==> src/sv/stc_pkg.sv <==
`timescale 1ns / 1ps

package stc_pkg;

    // Scanner modes, one-hot
    typedef enum logic [6:0] {
        MODE_IDLE    = 7'b0000001,
        MODE_COMMENT = 7'b0000010,
        MODE_STRING  = 7'b0000100,
        MODE_NUMBER  = 7'b0001000,
        MODE_IDENT   = 7'b0010000,
        MODE_OPER    = 7'b0100000,
        MODE_HALT    = 7'b1000000
    } t_mode;

    // Character classes found by the front end
    typedef enum logic [2:0] {
        CLS_SPACE,
        CLS_HASH,
        CLS_QUOTE,
        CLS_DIGIT,
        CLS_LETTER,
        CLS_PUNCT,
        CLS_OPER,
        CLS_OTHER
    } t_cls;

    // Token kinds
    localparam logic [4:0] KIND_END        = 5'd0;
    localparam logic [4:0] KIND_INT        = 5'd1;
    localparam logic [4:0] KIND_STR        = 5'd2;
    localparam logic [4:0] KIND_IDENT      = 5'd3;
    localparam logic [4:0] KIND_KW_BASE    = 5'd4;
    localparam logic [4:0] KIND_PUNCT_BASE = 5'd8;
    localparam logic [4:0] KIND_OPER_BASE  = 5'd13;  // plus operator code 1..5
    localparam logic [4:0] KIND_BAD_CHAR   = 5'd19;
    localparam logic [4:0] KIND_BAD_OPER   = 5'd20;

    localparam logic [2:0] OPER_CODE_MAX   = 3'd5;
    localparam int         QUEUE_DEPTH     = 4;

    // One classified byte waiting for the back end
    typedef struct packed {
        logic       eot;
        logic [7:0] ch;
        t_cls       cls;
        logic [2:0] sub;   // index within punctuation or operator set
        logic       nl;
    } t_item;

    // One token as presented on the output
    typedef struct packed {
        logic [4:0]  kind;
        logic [31:0] start;
        logic [15:0] len;
        logic [31:0] value;
    } t_token;

    function automatic logic [3:0] kw_len(input logic [1:0] k);
        case (k)
            2'd0:    return 4'd3;
            2'd1:    return 4'd2;
            2'd2:    return 4'd5;
            default: return 4'd8;
        endcase
    endfunction

    // Keywords: var, if, print, function
    function automatic logic [7:0] kw_char(input logic [1:0] k, input logic [2:0] idx);
        case ({k, idx})
            {2'd0, 3'd0}: return "v";
            {2'd0, 3'd1}: return "a";
            {2'd0, 3'd2}: return "r";
            {2'd1, 3'd0}: return "i";
            {2'd1, 3'd1}: return "f";
            {2'd2, 3'd0}: return "p";
            {2'd2, 3'd1}: return "r";
            {2'd2, 3'd2}: return "i";
            {2'd2, 3'd3}: return "n";
            {2'd2, 3'd4}: return "t";
            {2'd3, 3'd0}: return "f";
            {2'd3, 3'd1}: return "u";
            {2'd3, 3'd2}: return "n";
            {2'd3, 3'd3}: return "c";
            {2'd3, 3'd4}: return "t";
            {2'd3, 3'd5}: return "i";
            {2'd3, 3'd6}: return "o";
            {2'd3, 3'd7}: return "n";
            default:      return 8'h00;
        endcase
    endfunction

endpackage

==> src/sv/script_token_scanner.sv <==
// A token beat goes out after its byte passes the byte queue and the output register.
// The front end takes one byte per cycle while the queue has room; a byte that closes
// one token and reports another (punctuation, bad character or end mark) holds the
// back end for both beats; the four-entry byte queue absorbs short runs of such bytes.
// Reset (i_rst_n low at a clock edge): empty the queue, drop the output beat,
// return the scanner to idle at offset 0 with all keyword candidates live.
`timescale 1ns / 1ps

module script_token_scanner
    import stc_pkg::*;
#(
    parameter int POSITION_BITS = 32,
    parameter int LENGTH_BITS   = 16
) (
    input  logic        i_clk,
    input  logic        i_rst_n,
    input  logic        i_valid,
    output logic        o_ready,
    input  logic [7:0]  i_in_byte,
    input  logic        i_end_of_text,
    output logic        o_valid,
    input  logic        i_ready,
    output logic [4:0]  o_token_kind,
    output logic [31:0] o_start_offset,
    output logic [15:0] o_token_length,
    output logic [31:0] o_int_value,
    output logic        o_last_of_run
);

    // Front end: take a byte whenever the queue has room and tag its class.
    logic  q_full;
    logic  q_push;
    t_item q_in;

    // Queue: four classified bytes, so the front keeps streaming while
    // the back waits on the output or issues two tokens for one byte.
    logic  q_valid;
    logic  q_pop;
    t_item q_head;

    stc_front u_front (
        .i_valid       (i_valid),
        .o_ready       (o_ready),
        .i_in_byte     (i_in_byte),
        .i_end_of_text (i_end_of_text),
        .i_q_full      (q_full),
        .o_push        (q_push),
        .o_item        (q_in)
    );

    stc_queue #(
        .DEPTH (QUEUE_DEPTH)
    ) u_queue (
        .i_clk   (i_clk),
        .i_rst_n (i_rst_n),
        .i_push  (q_push),
        .i_item  (q_in),
        .o_full  (q_full),
        .i_pop   (q_pop),
        .o_valid (q_valid),
        .o_item  (q_head)
    );

    // Back end: the scanner state machine. It closes the pending token,
    // examines the byte afresh, saturates counts and integer values, and
    // drives a registered output beat with last_of_run on the final token
    // of each byte.
    stc_back #(
        .POSITION_BITS (POSITION_BITS),
        .LENGTH_BITS   (LENGTH_BITS)
    ) u_back (
        .i_clk          (i_clk),
        .i_rst_n        (i_rst_n),
        .i_item_valid   (q_valid),
        .i_item         (q_head),
        .o_pop          (q_pop),
        .o_valid        (o_valid),
        .i_ready        (i_ready),
        .o_token_kind   (o_token_kind),
        .o_start_offset (o_start_offset),
        .o_token_length (o_token_length),
        .o_int_value    (o_int_value),
        .o_last_of_run  (o_last_of_run)
    );

endmodule

==> src/sv/stc_front.sv <==
`timescale 1ns / 1ps

module stc_front
    import stc_pkg::*;
(
    input  logic       i_valid,
    output logic       o_ready,
    input  logic [7:0] i_in_byte,
    input  logic       i_end_of_text,
    input  logic       i_q_full,
    output logic       o_push,
    output t_item      o_item
);

    assign o_ready = !i_q_full;
    assign o_push  = i_valid && !i_q_full;

    // Classify the byte once so the back end only looks at the class
    always_comb begin
        o_item.eot = i_end_of_text;
        o_item.ch  = i_in_byte;
        o_item.nl  = (i_in_byte == 8'h0A);
        o_item.sub = 3'd0;
        case (i_in_byte) inside
            " ", 8'h09, 8'h0D, 8'h0A: o_item.cls = CLS_SPACE;
            "#":                      o_item.cls = CLS_HASH;
            8'h22:                    o_item.cls = CLS_QUOTE;
            ["0":"9"]:                o_item.cls = CLS_DIGIT;
            ["a":"z"], ["A":"Z"]:     o_item.cls = CLS_LETTER;
            ",": begin o_item.cls = CLS_PUNCT; o_item.sub = 3'd0; end
            ";": begin o_item.cls = CLS_PUNCT; o_item.sub = 3'd1; end
            "(": begin o_item.cls = CLS_PUNCT; o_item.sub = 3'd2; end
            ")": begin o_item.cls = CLS_PUNCT; o_item.sub = 3'd3; end
            "{": begin o_item.cls = CLS_PUNCT; o_item.sub = 3'd4; end
            "}": begin o_item.cls = CLS_PUNCT; o_item.sub = 3'd5; end
            "+": begin o_item.cls = CLS_OPER;  o_item.sub = 3'd0; end
            "-": begin o_item.cls = CLS_OPER;  o_item.sub = 3'd1; end
            "*": begin o_item.cls = CLS_OPER;  o_item.sub = 3'd2; end
            "/": begin o_item.cls = CLS_OPER;  o_item.sub = 3'd3; end
            "=": begin o_item.cls = CLS_OPER;  o_item.sub = 3'd4; end
            default:                  o_item.cls = CLS_OTHER;
        endcase
    end

endmodule

==> src/sv/stc_queue.sv <==
`timescale 1ns / 1ps

module stc_queue
    import stc_pkg::*;
#(
    parameter int DEPTH = 4
) (
    input  logic  i_clk,
    input  logic  i_rst_n,
    input  logic  i_push,
    input  t_item i_item,
    output logic  o_full,
    input  logic  i_pop,
    output logic  o_valid,
    output t_item o_item
);

    localparam int PTR_W = (DEPTH > 1) ? $clog2(DEPTH) : 1;
    localparam int CNT_W = $clog2(DEPTH + 1);

    t_item              r_mem [DEPTH];
    logic [PTR_W-1:0]   r_wr;
    logic [PTR_W-1:0]   r_rd;
    logic [CNT_W-1:0]   r_cnt;
    logic               do_push;
    logic               do_pop;

    assign o_full  = (r_cnt == CNT_W'(DEPTH));
    assign o_valid = (r_cnt != '0);
    assign o_item  = r_mem[r_rd];
    assign do_push = i_push && !o_full;
    assign do_pop  = i_pop && o_valid;

    function automatic logic [PTR_W-1:0] wrap_inc(input logic [PTR_W-1:0] p);
        return (p == PTR_W'(DEPTH - 1)) ? '0 : p + 1'b1;
    endfunction

    always_ff @(posedge i_clk) begin
        if (do_push) begin
            r_mem[r_wr] <= i_item;
        end
    end

    always_ff @(posedge i_clk) begin
        if (!i_rst_n) begin
            r_wr  <= '0;
            r_rd  <= '0;
            r_cnt <= '0;
        end else begin
            if (do_push) r_wr <= wrap_inc(r_wr);
            if (do_pop)  r_rd <= wrap_inc(r_rd);
            if (do_push && !do_pop)      r_cnt <= r_cnt + 1'b1;
            else if (do_pop && !do_push) r_cnt <= r_cnt - 1'b1;
        end
    end

endmodule

==> src/sv/stc_back.sv <==
`timescale 1ns / 1ps

module stc_back
    import stc_pkg::*;
#(
    parameter int POSITION_BITS = 32,
    parameter int LENGTH_BITS   = 16
) (
    input  logic        i_clk,
    input  logic        i_rst_n,
    input  logic        i_item_valid,
    input  t_item       i_item,
    output logic        o_pop,
    output logic        o_valid,
    input  logic        i_ready,
    output logic [4:0]  o_token_kind,
    output logic [31:0] o_start_offset,
    output logic [15:0] o_token_length,
    output logic [31:0] o_int_value,
    output logic        o_last_of_run
);

    t_mode                    r_mode, n_mode;
    logic [POSITION_BITS-1:0] r_pos, n_pos;
    logic [POSITION_BITS-1:0] r_start, n_start;
    logic [LENGTH_BITS-1:0]   r_count, n_count;
    logic [31:0]              r_acc, n_acc;
    logic [3:0]               r_kw, n_kw;
    logic [2:0]               r_op, n_op;
    logic                     r_second, n_second;

    t_token                   r_out;
    logic                     r_last;
    logic                     r_ovalid;

    t_token                   pend_tok, tok_a, tok_b, ld_tok;
    logic                     pend_v, pend_halt, a_v, b_v, do_disp;
    logic                     adv, load, ld_last, out_free;
    logic [LENGTH_BITS-1:0]   count_inc;
    logic [35:0]              acc_prod;
    logic [31:0]              acc_next;

    function automatic logic [31:0] to_off(input logic [POSITION_BITS-1:0] p);
        logic [63:0] w;
        w = 64'(p);
        return w[31:0];
    endfunction

    function automatic logic [15:0] to_len(input logic [LENGTH_BITS-1:0] c);
        logic [31:0] w;
        w = 32'(c);
        return w[15:0];
    endfunction

    function automatic t_token mk(input logic [4:0] kind, input logic [31:0] start,
                                 input logic [15:0] len, input logic [31:0] value);
        t_token t;
        t.kind  = kind;
        t.start = start;
        t.len   = len;
        t.value = value;
        return t;
    endfunction

    // Drop keywords whose next character does not match
    function automatic logic [3:0] narrow(input logic [3:0] kw,
                                          input logic [LENGTH_BITS-1:0] cnt,
                                          input logic [7:0] c);
        logic [3:0] res;
        res = kw;
        for (int k = 0; k < 4; k++) begin
            if (!(cnt < LENGTH_BITS'(kw_len(2'(k))) && kw_char(2'(k), cnt[2:0]) == c)) begin
                res[k] = 1'b0;
            end
        end
        return res;
    endfunction

    assign count_inc = (r_count == '1) ? r_count : r_count + 1'b1;
    assign acc_prod  = ({4'b0, r_acc} << 3) + ({4'b0, r_acc} << 1) + 36'(i_item.ch[3:0]);
    assign acc_next  = (acc_prod[35:32] != 4'd0) ? 32'hFFFF_FFFF : acc_prod[31:0];

    // Token that the current mode holds open
    always_comb begin
        pend_v    = 1'b0;
        pend_halt = 1'b0;
        pend_tok  = mk(KIND_IDENT, to_off(r_start), to_len(r_count), 32'd0);
        case (r_mode)
            MODE_NUMBER: begin
                pend_v         = 1'b1;
                pend_tok.kind  = KIND_INT;
                pend_tok.value = r_acc;
            end
            MODE_STRING: begin
                pend_v        = 1'b1;
                pend_tok.kind = KIND_STR;
            end
            MODE_IDENT: begin
                pend_v = 1'b1;
                for (int k = 0; k < 4; k++) begin
                    if (r_kw[k] && r_count == LENGTH_BITS'(kw_len(2'(k)))) begin
                        pend_tok.kind = KIND_KW_BASE + 5'(k);
                    end
                end
            end
            MODE_OPER: begin
                pend_v = 1'b1;
                if (r_count == LENGTH_BITS'(1) && r_op >= 3'd1 && r_op <= OPER_CODE_MAX) begin
                    pend_tok.kind = KIND_OPER_BASE + 5'(r_op);
                    pend_tok.len  = 16'd1;
                end else begin
                    pend_tok.kind = KIND_BAD_OPER;
                    pend_halt     = 1'b1;
                end
            end
            default: ;
        endcase
    end

    // Scanner step for the head item: up to two tokens and the next state
    always_comb begin
        a_v     = 1'b0;
        b_v     = 1'b0;
        tok_a   = pend_tok;
        tok_b   = mk(KIND_END, to_off(r_pos), 16'd0, 32'd0);
        do_disp = 1'b0;
        n_mode  = r_mode;
        n_pos   = r_pos;
        n_start = r_start;
        n_count = r_count;
        n_acc   = r_acc;
        n_kw    = r_kw;
        n_op    = r_op;
        if (i_item.eot) begin
            if (r_mode != MODE_HALT && r_mode != MODE_COMMENT) a_v = pend_v;
            b_v     = 1'b1;
            n_mode  = MODE_IDLE;
            n_pos   = '0;
            n_start = '0;
            n_count = '0;
            n_acc   = '0;
            n_kw    = 4'hF;
            n_op    = '0;
        end else begin
            n_pos = r_pos + 1'b1;
            case (r_mode)
                MODE_HALT: ;
                MODE_COMMENT: begin
                    if (i_item.nl) n_mode = MODE_IDLE;
                end
                MODE_STRING: begin
                    if (i_item.cls == CLS_QUOTE) begin
                        a_v    = 1'b1;
                        n_mode = MODE_IDLE;
                    end else begin
                        n_count = count_inc;
                    end
                end
                MODE_NUMBER: begin
                    if (i_item.cls == CLS_DIGIT) begin
                        n_acc   = acc_next;
                        n_count = count_inc;
                    end else begin
                        a_v     = 1'b1;
                        do_disp = 1'b1;
                    end
                end
                MODE_IDENT: begin
                    if (i_item.cls == CLS_LETTER) begin
                        n_kw    = narrow(r_kw, r_count, i_item.ch);
                        n_count = count_inc;
                    end else begin
                        a_v     = 1'b1;
                        do_disp = 1'b1;
                    end
                end
                MODE_OPER: begin
                    if (i_item.cls == CLS_OPER) begin
                        n_count = count_inc;
                    end else begin
                        a_v = 1'b1;
                        if (pend_halt) n_mode = MODE_HALT;
                        else           do_disp = 1'b1;
                    end
                end
                default: do_disp = 1'b1;
            endcase
            if (do_disp) begin
                n_mode = MODE_IDLE;
                case (i_item.cls)
                    CLS_SPACE: ;
                    CLS_HASH:  n_mode = MODE_COMMENT;
                    CLS_QUOTE: begin
                        n_mode  = MODE_STRING;
                        n_start = r_pos + 1'b1;
                        n_count = '0;
                    end
                    CLS_DIGIT: begin
                        n_mode  = MODE_NUMBER;
                        n_start = r_pos;
                        n_count = LENGTH_BITS'(1);
                        n_acc   = 32'(i_item.ch[3:0]);
                    end
                    CLS_LETTER: begin
                        n_mode  = MODE_IDENT;
                        n_start = r_pos;
                        n_kw    = narrow(4'hF, '0, i_item.ch);
                        n_count = LENGTH_BITS'(1);
                    end
                    CLS_PUNCT: begin
                        b_v   = 1'b1;
                        tok_b = mk(KIND_PUNCT_BASE + 5'(i_item.sub), to_off(r_pos), 16'd1, 32'd0);
                    end
                    CLS_OPER: begin
                        n_mode  = MODE_OPER;
                        n_start = r_pos;
                        n_count = LENGTH_BITS'(1);
                        n_op    = i_item.sub + 3'd1;
                    end
                    default: begin
                        b_v    = 1'b1;
                        tok_b  = mk(KIND_BAD_CHAR, to_off(r_pos), 16'd1, 32'd0);
                        n_mode = MODE_HALT;
                    end
                endcase
            end
        end
    end

    // Issue: hold the head item while its first of two tokens goes out
    assign out_free = !r_ovalid || i_ready;

    always_comb begin
        adv      = 1'b0;
        load     = 1'b0;
        ld_tok   = a_v ? tok_a : tok_b;
        ld_last  = 1'b1;
        n_second = r_second;
        if (i_item_valid) begin
            if (!a_v && !b_v) begin
                adv = 1'b1;
            end else if (out_free) begin
                load = 1'b1;
                if (a_v && b_v && !r_second) begin
                    ld_last  = 1'b0;
                    n_second = 1'b1;
                end else begin
                    if (a_v && b_v) ld_tok = tok_b;
                    adv      = 1'b1;
                    n_second = 1'b0;
                end
            end
        end
    end

    assign o_pop = adv;

    always_ff @(posedge i_clk) begin
        if (!i_rst_n) begin
            r_mode   <= MODE_IDLE;
            r_pos    <= '0;
            r_start  <= '0;
            r_count  <= '0;
            r_acc    <= '0;
            r_kw     <= 4'hF;
            r_op     <= '0;
            r_second <= 1'b0;
            r_ovalid <= 1'b0;
        end else begin
            r_second <= n_second;
            if (adv) begin
                r_mode  <= n_mode;
                r_pos   <= n_pos;
                r_start <= n_start;
                r_count <= n_count;
                r_acc   <= n_acc;
                r_kw    <= n_kw;
                r_op    <= n_op;
            end
            if (load)          r_ovalid <= 1'b1;
            else if (i_ready)  r_ovalid <= 1'b0;
        end
    end

    always_ff @(posedge i_clk) begin
        if (load) begin
            r_out  <= ld_tok;
            r_last <= ld_last;
        end
    end

    assign o_valid        = r_ovalid;
    assign o_token_kind   = r_out.kind;
    assign o_start_offset = r_out.start;
    assign o_token_length = r_out.len;
    assign o_int_value    = r_out.value;
    assign o_last_of_run  = r_last;

endmodule

==> config.mk <==
export PLATFORM = sky130hd
export DESIGN_NAME = script_token_scanner
export DESIGN_NICKNAME = d
export VERILOG_FILES = /design/src/sv/stc_pkg.sv /design/src/sv/script_token_scanner.sv /design/src/sv/stc_front.sv /design/src/sv/stc_queue.sv /design/src/sv/stc_back.sv
export SDC_FILE = /design/constraint.sdc
export NUM_CORES = 1
export LEC_CHECK = 0
export ABC_AREA = 1
export ABC_CLOCK_PERIOD_IN_PS = 5300
export BUFFER_PORTS_ARGS = -buffer_cell sky130_fd_sc_hd__buf_4
export CAP_MARGIN = 20
export CORE_MARGIN = 1
export CORE_UTILIZATION = 45
export DETAILED_ROUTE_END_ITERATION = 12
export PLACE_DENSITY = 0.62
export SETUP_SLACK_MARGIN = 0.2
export SYNTH_ARGS = -nofsm -noshare
export SYNTH_HDL_FRONTEND = slang
export SYNTH_HIERARCHICAL = 1
export SYNTH_SLANG_ARGS = --single-unit
==> constraint.sdc <==
create_clock -name i_clk -period 5.3 [get_ports i_clk]
set_clock_uncertainty 0.1 [all_clocks]
set_input_delay 0.53 -clock i_clk [delete_from_list [all_inputs] [get_ports i_clk]]
set_output_delay 0.53 -clock i_clk [all_outputs]
set_load 0.05 [all_outputs]
==> impl_metrics.env, run 1 <==
export IMPL_ctsHoldBuffers=0
export IMPL_multi_input_area_um2=8510
export IMPL_critPathRequiredTime_ps=5630
export IMPL_power_frac_comb=0.466
export IMPL_tightest_slew_ps=1030
export IMPL_cap_violations=0
export IMPL_synth_main_ff_cell="edfxtp_1"
export IMPL_core_area_um2=37800
export IMPL_setup_tns_ps=0
export IMPL_grt_usage=0.256
export IMPL_netlist_area_um2=17400
export IMPL_synth_fa_ha_area_frac=0.0602
export IMPL_yosysTopAreaCellShare=0.259
export IMPL_worstSetupPathType="flip-flop to flip-flop"
export IMPL_p_sw_mw=4.84
export IMPL_nets=2545
export IMPL_rows=71
export IMPL_grt_pass1_vias=14582
export IMPL_worstSetupStartpointType="flip-flop"
export IMPL_hold_path_class="primary input to flip-flop"
export IMPL_yosysWarnings=6
export IMPL_antenna_found_initial=0
export IMPL_num_antenna_cells=0
export IMPL_synth_fp_nets=2478
export IMPL_power_leakage_nw=8.85
export IMPL_whs_ps=110
export IMPL_synth_top_family_by_area="simple AND/OR/NAND/NOR gates"
export IMPL_via_count=15942
export IMPL_synth_common_cells="nand2_1 (545), nor2_1 (365), inv_1 (299)"
export IMPL_synth_most_common_cell="nand2_1"
export IMPL_clockBufferDepth=3
export IMPL_crit_path_cell_trace="inv_2 > buf_4 > o21ai_0 > o22ai_1 > inv_2 > nor2_2 > inv_2 > o21ai_2 > nand2_2 > inv_2 > nand3_2 > nand2_2 > nand2_2 > nand2_1 > nand2_1 > nand2_2 > buf_4 > nand2_2 > nand2_2 > inv_2 > o21ai_0 > nor2_1"
export IMPL_postSynthAreaPerCell_um2=7.31
export IMPL_clock_root_buffer="clkbuf_16"
export IMPL_end_kind="flip-flop"
export IMPL_synthCells=2383
export IMPL_p_sw_frac=0.462
export IMPL_syn_to_final_growth_pct=12.9
export IMPL_period_needed_ps=4340
export IMPL_clockPowerShare=0.223
export IMPL_async_reset_ff_frac=0
export IMPL_dieArea_um2=39500
export IMPL_slew_violations=0
export IMPL_synth_edff_count=150
export IMPL_grt_overflow_total=0
export IMPL_hold_viol_final=0
export IMPL_synthMuxAreaShare=0
export IMPL_clk_pin_slew_ps=60
export IMPL_gp_congestion=0.954
export IMPL_cpMostUsedCell="nand2_2"
export IMPL_max_stage_delay_ps=550
export IMPL_synth_xor_area_frac=0.0287
export IMPL_cts_sinks=287
export IMPL_outcome="complete, no violations"
export IMPL_portBuffers=100
export IMPL_p_int_mw=5.63
export IMPL_regArea_um2=7250
export IMPL_synth_simple_gate_area_share=0.284
export IMPL_cts_tree="built"
export IMPL_drive_gt1_frac=0.0966
export IMPL_fin_crit_sh=0.819
export IMPL_grt_pass1_wl_mm=79.1
export IMPL_avgViaCountPerCell=5.34
export IMPL_arrival_ps=4670
export IMPL_post_cts_buffers=0
export IMPL_fillerInstances=3725
export IMPL_io_pins=101
export IMPL_dieWidth_um=199
export IMPL_yosys_area_top_type="edfxtp_1"
export IMPL_crit_fanout=51
export IMPL_remaining_drc_errors=0
export IMPL_worst_path_max_delay_cell="buf_4"
export IMPL_clk_latency_ps=540
export IMPL_dp_hpwl_mm=35.9
export IMPL_max_slew_margin=0.308
export IMPL_wl_per_cell_um=16.6
export IMPL_cts_resized=0
export IMPL_grt_start_max_net_pins=55
export IMPL_setup_violations=0
export IMPL_dr_pass1_iters=5
export IMPL_initial_core_util=0.460
export IMPL_numCtsBuffers=34
export IMPL_ir_drop_v=0.000325
export IMPL_power_density_nw_per_um2=533
export IMPL_wl_mm=49.6
export IMPL_max_freq_ghz=0.230
export IMPL_rsz0062_at_grt="no"
export IMPL_die_y_um=199
export IMPL_htreeDepth=2
export IMPL_synth_compound_area_frac=0.115
export IMPL_drt_iter0_drc=1328
export IMPL_ys_types=57
export IMPL_seq_area_frac_synth=0.416
export IMPL_synth_seq_cells=287
export IMPL_seqPwrFrac=0.311
export IMPL_ant_nets=0
export IMPL_synth_area_top_cells="edfxtp_1 (26%), dfxtp_1 (16%), nand2_1 (12%), nor2_1 (7.9%), inv_1 (6.4%)"
-- cell families (layout without fill, tap and decap cells) --
group / after synthesis / count (layout)
buffers and inverters: 408 / 499
XOR/XNOR: 57 / 57
flip-flops: 287 / 287
AO/OA/AOI/OAI: 369 / 369
AND/OR/NAND/NOR: 1180 / 1180
adder cells (fa/ha/maj): 82 / 82
-- metrics by stage --
step / utilization / total power, mW / setup WS (ps) / instance area [um^2] / instances
final: 0.519 / 10.5 / 960 / 19600 / 2985
after global routing: 0.519 / 11.1 / 626 / 19600 / 2985
after CTS: 0.519 / 10.5 / 992 / 19600 / 2985
after detailed placement: 0.490 / 8.15 / 984 / 18500 / 2925
after global placement: 0.489 / 8.09 / 1130 / 18500 / 2924
after floorplan: - / 6.79 / 1070 / 17400 / 2383
-- sequential cells by signal, indices dropped and copies added, names as in the netlist, named ones only --
register	count
u_back/o_int_value	32
u_back/o_last_of_run	1
u_back/o_start_offset	32
u_back/o_token_kind	5
u_back/o_token_length	16
u_back/o_valid	1
u_back/r_acc	32
u_back/r_count	16
u_back/r_kw	4
u_back/r_mode	7
u_back/r_op	3
u_back/r_pos	32
u_back/r_second	1
u_back/r_start	32
u_queue/r_cnt	3
u_queue/r_mem	64
u_queue/r_rd	2
u_queue/r_wr	2
-- worst max-delay path, delay by kind of cell (launching register included) --
kind | cells | cell delay [ps]
and+or+nand+nor | 11 | 1490
buffers and inverters | 7 | 1500
AOI/OAI and AO/OA | 4 | 800
DFF | 1 | 320
-- layout make-up --
cell class | count | share of cell area
multi-input combinational | 1688 | 0.433
tap | 511 | 0.0325
sequential | 287 | 0.369
clock buffer | 40 | 0.0455
inverter | 315 | 0.0603
timing repair buffer | 124 | 0.0490
clock inverter | 20 | 0.0104
-- power by group through the flow --
| stage | registers (mW) | logic (mW) | clock network (mW) |
|---|---|---|---|
| 5_1_grt | 3.32 | 5.29 | 2.48 |
| 3_3_place_gp | 3.30 | 4.79 | 0 |
| 6_report | 3.26 | 4.88 | 2.34 |
| 4_1_cts | 3.27 | 4.87 | 2.39 |
| 3_5_place_dp | 3.30 | 4.85 | 0 |
| 2_1_floorplan | 4.49 | 2.30 | 0 |
-- layer usage --
layer	routed length [um]	track usage
met1	24400	0.387
met2	20800	0.382
met3	3640	0.0319
met4	858	0.0684
met5	0	0
-- layout by cell type (no fill, tap or decap), types with 5 or more instances in the layout --
cell type,n
nand2_1,544
nor2_1,361
inv_1,297
edfxtp_1,150
dfxtp_1,137
a21oi_1,130
o21ai_0,124
buf_4,122
nand3_1,111
ha_1,79
nor3_1,69
xor2_1,46
o21ai_1,37
o22ai_1,36
clkbuf_16,35
nand4_1,24
nor2_2,18
inv_2,16
nor4_1,16
nand2_2,15
xnor2_1,11
clkinv_1,9
o211ai_1,9
a31oi_1,6
clkbuf_1,5
-- path summary, 6_finish.rpt --
path                                        from                              to  slack (ps)  cells after the start
setup / recovery                       flip-flop  u_back/r_count[7]$_SDFFE_PN0P_         960                     22
hold / removal                     i_end_of_text  u_queue/r_mem[0][15]$_DFFE_PP_         110                      1
setup reg to reg                       flip-flop  u_back/r_count[7]$_SDFFE_PN0P_         960                     22
hold reg to reg   u_back/r_start[7]$_SDFFE_PN0P_  u_back/r_start[7]$_SDFFE_PN0P_         340                      2
No activity file was read; power rests on OpenSTA's default activity.
==> run 2, diff against run 1 <==
ABC_CLOCK_PERIOD_IN_PS = 3900   (was 5300)
PLACE_DENSITY = 0.64   (was 0.62)
clock period = 3.9 ns   (was 5.3 ns; I/O delays follow)
==> run 2 against run 1 <==
Net effect:
- final cell count grew 1.4%
- core utilization grew 1.2 points
- register-to-register slack lost 470 ps
- combinational power grew 43%
- via count is essentially flat
- critical path depth grew 1
- fmax grew 27%
- global-route usage shrank 0.23 points
- first-iteration DRC count shrank 7.7%
- worst setup slack lost 470 ps
- clock power grew 33%
- design area grew 2.4%
==> impl_metrics.env, run 2 (synthesized netlist as in run 1, its figures left out) <==
export IMPL_outcome="complete, no violations"
export IMPL_syn_to_final_growth_pct=15.5
export IMPL_wl_mm=49.7
export IMPL_worst_path_max_delay_cell="fa_1"
export IMPL_num_antenna_cells=0
export IMPL_fillerInstances=3713
export IMPL_crit_path_cell_trace="inv_4 > o21ai_2 > o22ai_2 > fa_1 > inv_1 > fa_2 > inv_1 > nand2_1 > nand2_2 > nand3_1 > nand2_2 > nand2_1 > nand2_1 > nand2_1 > nand3_1 > nand2_1 > nor2_2 > nand3_4 > buf_12 > nor2_1 > nor2_1 > nor2_1 > nor2_1"
export IMPL_period_needed_ps=3410
export IMPL_reg2reg_to="u_back/r_acc[9]$_SDFFE_PN0P_"
export IMPL_p_total_mw=14.5
export IMPL_grt_usage=0.254
export IMPL_core_area_um2=37800
export IMPL_reg2reg_depth=23
export IMPL_initial_core_util=0.460
export IMPL_end_kind="flip-flop"
export IMPL_rows=71
export IMPL_clk_pin_slew_ps=60
export IMPL_cts_sinks=287
export IMPL_dp_cells=2955
export IMPL_grt_start_max_net_pins=77
export IMPL_final_common_cell="nand2_1"
export IMPL_grt_pass1_vias=14668
export IMPL_clk_latency_ps=550
export IMPL_avgViaCountPerCell=5.26
export IMPL_numCtsBuffers=34
export IMPL_slew_violations=0
export IMPL_setup_violations=0
export IMPL_portBuffers=100
export IMPL_top_register="u_queue/r_mem"
export IMPL_fin_crit_sh=0.875
export IMPL_endpoint="u_back/r_acc[9]$_SDFFE_PN0P_"
export IMPL_drt_iter0_drc=1226
export IMPL_setup_ws_ps=486
export IMPL_largest_reg_flops=64
export IMPL_worstSetupStartpointType="flip-flop"
export IMPL_whs_ps=183
export IMPL_dieArea_um2=39500
export IMPL_min_path_cells=2
export IMPL_worstSetupPathType="flip-flop to flip-flop"
export IMPL_antenna_found_initial=0
export IMPL_path_delay_family="simple AND/OR/NAND/NOR gates"
export IMPL_power_density_nw_per_um2=722
export IMPL_cp_num_buf_inv=4
export IMPL_drive_gt1_frac=0.112
export IMPL_max_freq_ghz=0.293
export IMPL_highest_layer="met4"
export IMPL_max_slew_margin=0.321
export IMPL_grt_overflow_total=0
export IMPL_cpMostUsedCell="nand2_1"
export IMPL_wl_met2_mm=21.1
export IMPL_wl_met1_mm=24.4
export IMPL_rsz0062_at_grt="yes"
export IMPL_remaining_drc_errors=0
export IMPL_clock_root_buffer="clkbuf_16"
export IMPL_crit_fanout=17
export IMPL_hold_path_class="primary input to flip-flop"
export IMPL_wl_met3_mm=3.32
export IMPL_io_pins=101
export IMPL_clockBufferDepth=3
export IMPL_dr_pass1_iters=6
export IMPL_power_leakage_nw=9.08
export IMPL_crit_cells=23
export IMPL_cts_tree="built"
export IMPL_hold_viol_final=0
export IMPL_max_stage_delay_ps=540
export IMPL_dp_hpwl_mm=36.0
export IMPL_nets=2586
export IMPL_htreeDepth=2
export IMPL_tightest_slew_ps=1020
export IMPL_cap_violations=0
export IMPL_fin_util=0.532
export IMPL_ir_drop_v=0.000485
export IMPL_critPathRequiredTime_ps=4180
export IMPL_die_y_um=199
export IMPL_grt_pass1_wl_mm=78.3
export IMPL_regArea_um2=7250
export IMPL_wl_per_cell_um=16.4
export IMPL_dieWidth_um=199
export IMPL_arrival_ps=3700
export IMPL_multi_input_area_um2=8560
export IMPL_final_cell_count_no_fill=3027
export IMPL_ant_nets=0
export IMPL_dp_slack_ps=-17.4
export IMPL_final_cell_mix="nand2_1 (540), nor2_1 (364), inv_1 (297), edfxtp_1 (150), buf_4 (146)"
export IMPL_r2r_setup_slack_ps=490
export IMPL_gp_congestion=0.946
export IMPL_via_count=15927
[run 2: cell count changes in the layout (fill, tap and decap cells not counted), sizes merged, moves of 2 or more]
cell / delta
dlygate4sd3: +9
buf: +32
inv: -4
clkinvlp: +2
bufinv: -2
clkinv: +4
[run 2: power by group]
part	leakage (nW)	total (mW)	internal, mW	switching, mW
clock	0.535	3.12	1.82	1.30
combinational	6.01	6.99	1.90	5.09
sequential	2.53	4.41	4.12	0.293
[run 2: final cells by class]
class / instances / share of cell area
clock buffer: 41 / 0.0457
clock inverter: 20 / 0.00883
inverter: 315 / 0.0592
multi-input combinational: 1688 / 0.426
sequential: 287 / 0.361
tap: 511 / 0.0318
timing repair buffer: 165 / 0.0682
[run 2: stage by stage]
step / setup TNS (ps) / cell area, um^2
floorplan: 0 / 17400
global placement: 0 / 18800
detailed placement: -82.5 / 18800
CTS: 0 / 20000
global route: 0 / 20100
finish: 0 / 20100
[run 2: how the worst min path moves through the flow]
stage	end	startpoint	slack (ps)
2_1_floorplan	u_back/r_start[19]$_SDFFE_PN0P_	u_back/r_start[19]$_SDFFE_PN0P_	310
3_3_place_gp	u_back/r_start[19]$_SDFFE_PN0P_	u_back/r_start[19]$_SDFFE_PN0P_	330
3_5_place_dp	u_back/r_start[28]$_SDFFE_PN0P_	u_back/r_start[28]$_SDFFE_PN0P_	340
4_1_cts	u_back/r_mode[0]$_SDFFE_PN1P_	i_rst_n	160
5_1_grt	u_back/r_kw[1]$_SDFFE_PN1P_	i_rst_n	190
6_report	u_back/r_kw[0]$_SDFFE_PN1P_	i_rst_n	180
[run 2: routing by layer]
| metal | vias to the layer above | GRT usage |
|---|---|---|
| li1 | 7979 | - |
| met1 | 7376 | 0.374 |
| met2 | 504 | 0.385 |
| met3 | 68 | 0.0365 |
| met4 | 0 | 0.0684 |
| met5 | - | 0 |
[run 2: what timing repair did]
action,CTS,global route
buffers inserted,1,1
cloned,0,0
hold buffers,9,0
hold endpoints to repair,36,0
endpoints found under the setup margin,49,87
resized for setup,4,24
pin swaps,1,4
==> run 3, diff against run 2 <==
BUFFER_PORTS_ARGS = -buffer_cell sky130_fd_sc_hd__buf_2   (was -buffer_cell sky130_fd_sc_hd__buf_4)
CORE_ASPECT_RATIO = 1.4   (was unset)
==> run 3 against run 2 <==
Net effect:
- count of clock-buffer cells in the layout down 2
- power shrank 4.8%
- sequential share of layout area rose by 1.1 points
- largest power group unchanged
- hold slack got worse by 160 ps
==> impl_metrics.env, run 3 (synthesized netlist as in run 1, its figures left out) <==
export IMPL_grt_overflow_total=0
export IMPL_rows=84
export IMPL_wl_mm=49.3
export IMPL_final_cell_count_no_fill=2964
export IMPL_period_needed_ps=3480
export IMPL_largest_reg_flops=64
export IMPL_hp_start="i_in_byte[5]"
export IMPL_numCtsBuffers=30
export IMPL_syn_to_final_growth_pct=12.3
export IMPL_power_density_nw_per_um2=708
export IMPL_cts_sinks=287
export IMPL_setup_tns_ps=0
export IMPL_power_frac_comb=0.470
export IMPL_max_slew_margin=0.339
export IMPL_nets=2562
export IMPL_remaining_drc_errors=0
export IMPL_dr_pass1_iters=6
export IMPL_grt_pass1_vias=15065
export IMPL_r2r_setup_slack_ps=420
export IMPL_clockBufferDepth=3
export IMPL_worstSetupStartpointType="flip-flop"
export IMPL_io_pins=101
export IMPL_num_antenna_cells=0
export IMPL_max_freq_ghz=0.287
export IMPL_ir_drop_v=0.000547
export IMPL_end_kind="flip-flop"
export IMPL_arrival_ps=3700
export IMPL_clock_root_buffer="clkbuf_16"
export IMPL_top_register="u_queue/r_mem"
export IMPL_p_int_mw=7.32
export IMPL_dieArea_um2=39500
export IMPL_hold_viol_final=0
export IMPL_cap_violations=0
export IMPL_final_common_cell="nand2_1"
export IMPL_grt_usage=0.248
export IMPL_outcome="complete, no violations"
export IMPL_slew_violations=0
export IMPL_cts_tree="built"
export IMPL_ant_nets=0
export IMPL_via_count=15683
export IMPL_wl_per_cell_um=16.6
export IMPL_core_area_um2=37800
export IMPL_clk_latency_ps=570
export IMPL_htreeDepth=1
export IMPL_antenna_found_initial=0
export IMPL_setup_violations=0
export IMPL_initial_core_util=0.460
export IMPL_min_to="u_queue/r_mem[2][12]$_DFFE_PP_"
export IMPL_drive_gt1_frac=0.110
export IMPL_grt_pass1_wl_mm=78.3
export IMPL_fin_crit_sh=0.892
export IMPL_drt_iter0_drc=1046
export IMPL_crit_fanout=24
export IMPL_dp_cells=2904
export IMPL_dieWidth_um=168
export IMPL_dp_hpwl_mm=36.5
export IMPL_worstSetupPathType="flip-flop to flip-flop"
export IMPL_hold_path_class="primary input to flip-flop"
export IMPL_seqPwrFrac=0.317
export IMPL_reg2reg_depth=17
export IMPL_critPathRequiredTime_ps=4120
export IMPL_p_sw_mw=6.52
export IMPL_power_leakage_nw=8.86
export IMPL_gp_congestion=0.953
export IMPL_avgViaCountPerCell=5.29
export IMPL_portBuffers=100
export IMPL_p_sw_frac=0.471
export IMPL_grt_start_max_net_pins=83
export IMPL_tightest_slew_ps=992
export IMPL_clk_pin_slew_ps=70
export IMPL_final_cell_mix="nand2_1 (541), nor2_1 (361), inv_1 (297), edfxtp_1 (150), dfxtp_1 (135)"
export IMPL_rsz0062_at_grt="yes"
export IMPL_reg2reg_to="u_back/o_start_offset[18]$_DFFE_PP_"
export IMPL_clockPowerShare=0.213
export IMPL_die_y_um=235
export IMPL_min_path_cells=1
-- run 3: repair_timing --
item                                    4_1_cts  5_1_grt
buffers inserted                              0        1
hold buffers                                  3        0
pin swaps                                     0        2
hold endpoints to repair                     10        0
endpoints found under the setup margin       31      134
resized for setup                             6       24
-- run 3: worst max-delay path by stage --
stage	from	to	slack (ps)	depth (start not counted)
3_3_place_gp	flip-flop	u_back/r_acc[27]$_SDFFE_PN0P_	230	23
4_1_cts	flip-flop	u_back/r_acc[11]$_SDFFE_PN0P_	190	23
6_report	flip-flop	u_back/o_start_offset[18]$_DFFE_PP_	420	17
5_1_grt	flip-flop	u_back/r_mode[3]$_SDFFE_PN0P_	170	21
3_5_place_dp	flip-flop	u_back/r_acc[24]$_SDFFE_PN0P_	130	24
2_1_floorplan	flip-flop	u_back/o_int_value[0]$_DFFE_PP_	220	17
-- run 3: cell type report --
class | count | area [um^2]
Fill cell | 3703 | 18300
Timing Repair Buffer | 145 | 915
Multi-Input combinational cell | 1688 | 8570
Clock buffer | 39 | 826
Clock inverter | 17 | 190
Sequential cell | 287 | 7250
Inverter | 315 | 1200
Tap cell | 473 | 592
-- run 3: per-layer routing --
metal  global-route usage  wire (um)  vias to the layer above
li1                     -          -                     7932
met1                0.297      20300                     7232
met2                0.456      25200                      413
met3               0.0237       2160                      106
met4               0.0860       1620                        0
met5                    0          0                        -
-- run 3: worst max-delay path, stage by stage (launching register included) --
cell	delay [ps]
dfxtp_4	370
inv_4	110
buf_8	190
nor2_1	70
o22ai_2	360
nor2_4	90
nand2_1	90
nand2_1	70
inv_1	110
nand2_1	80
nand3_2	90
nand2_2	70
nand2_2	90
nand4_1	140
nand2_4	340
inv_1	230
buf_4	260
o21ai_0	400
-- run 3: metrics by stage --
step / hold slack [ps] / power [mW] / setup slack (ps) / instance area, um^2 / utilization
2_1_floorplan: 314 / 9.23 / 223 / 17400 / -
3_3_place_gp: 327 / 10.8 / 230 / 18400 / 0.486
3_5_place_dp: 328 / 10.8 / 131 / 18400 / 0.486
4_1_cts: 17.7 / 13.8 / 192 / 19500 / 0.514
5_1_grt: 34.9 / 14.6 / 167 / 19600 / 0.517
6_report: 26.0 / 13.8 / 420 / 19600 / 0.517
-- run 3: power groups by stage --
stage / logic (mW) / clock network, mW / registers [mW]
floorplan: 3.15 / 0 / 6.08
global placement: 6.34 / 0 / 4.44
detailed placement: 6.40 / 0 / 4.44
CTS: 6.45 / 3.01 / 4.38
global route: 7.05 / 3.12 / 4.47
finish: 6.51 / 2.94 / 4.38
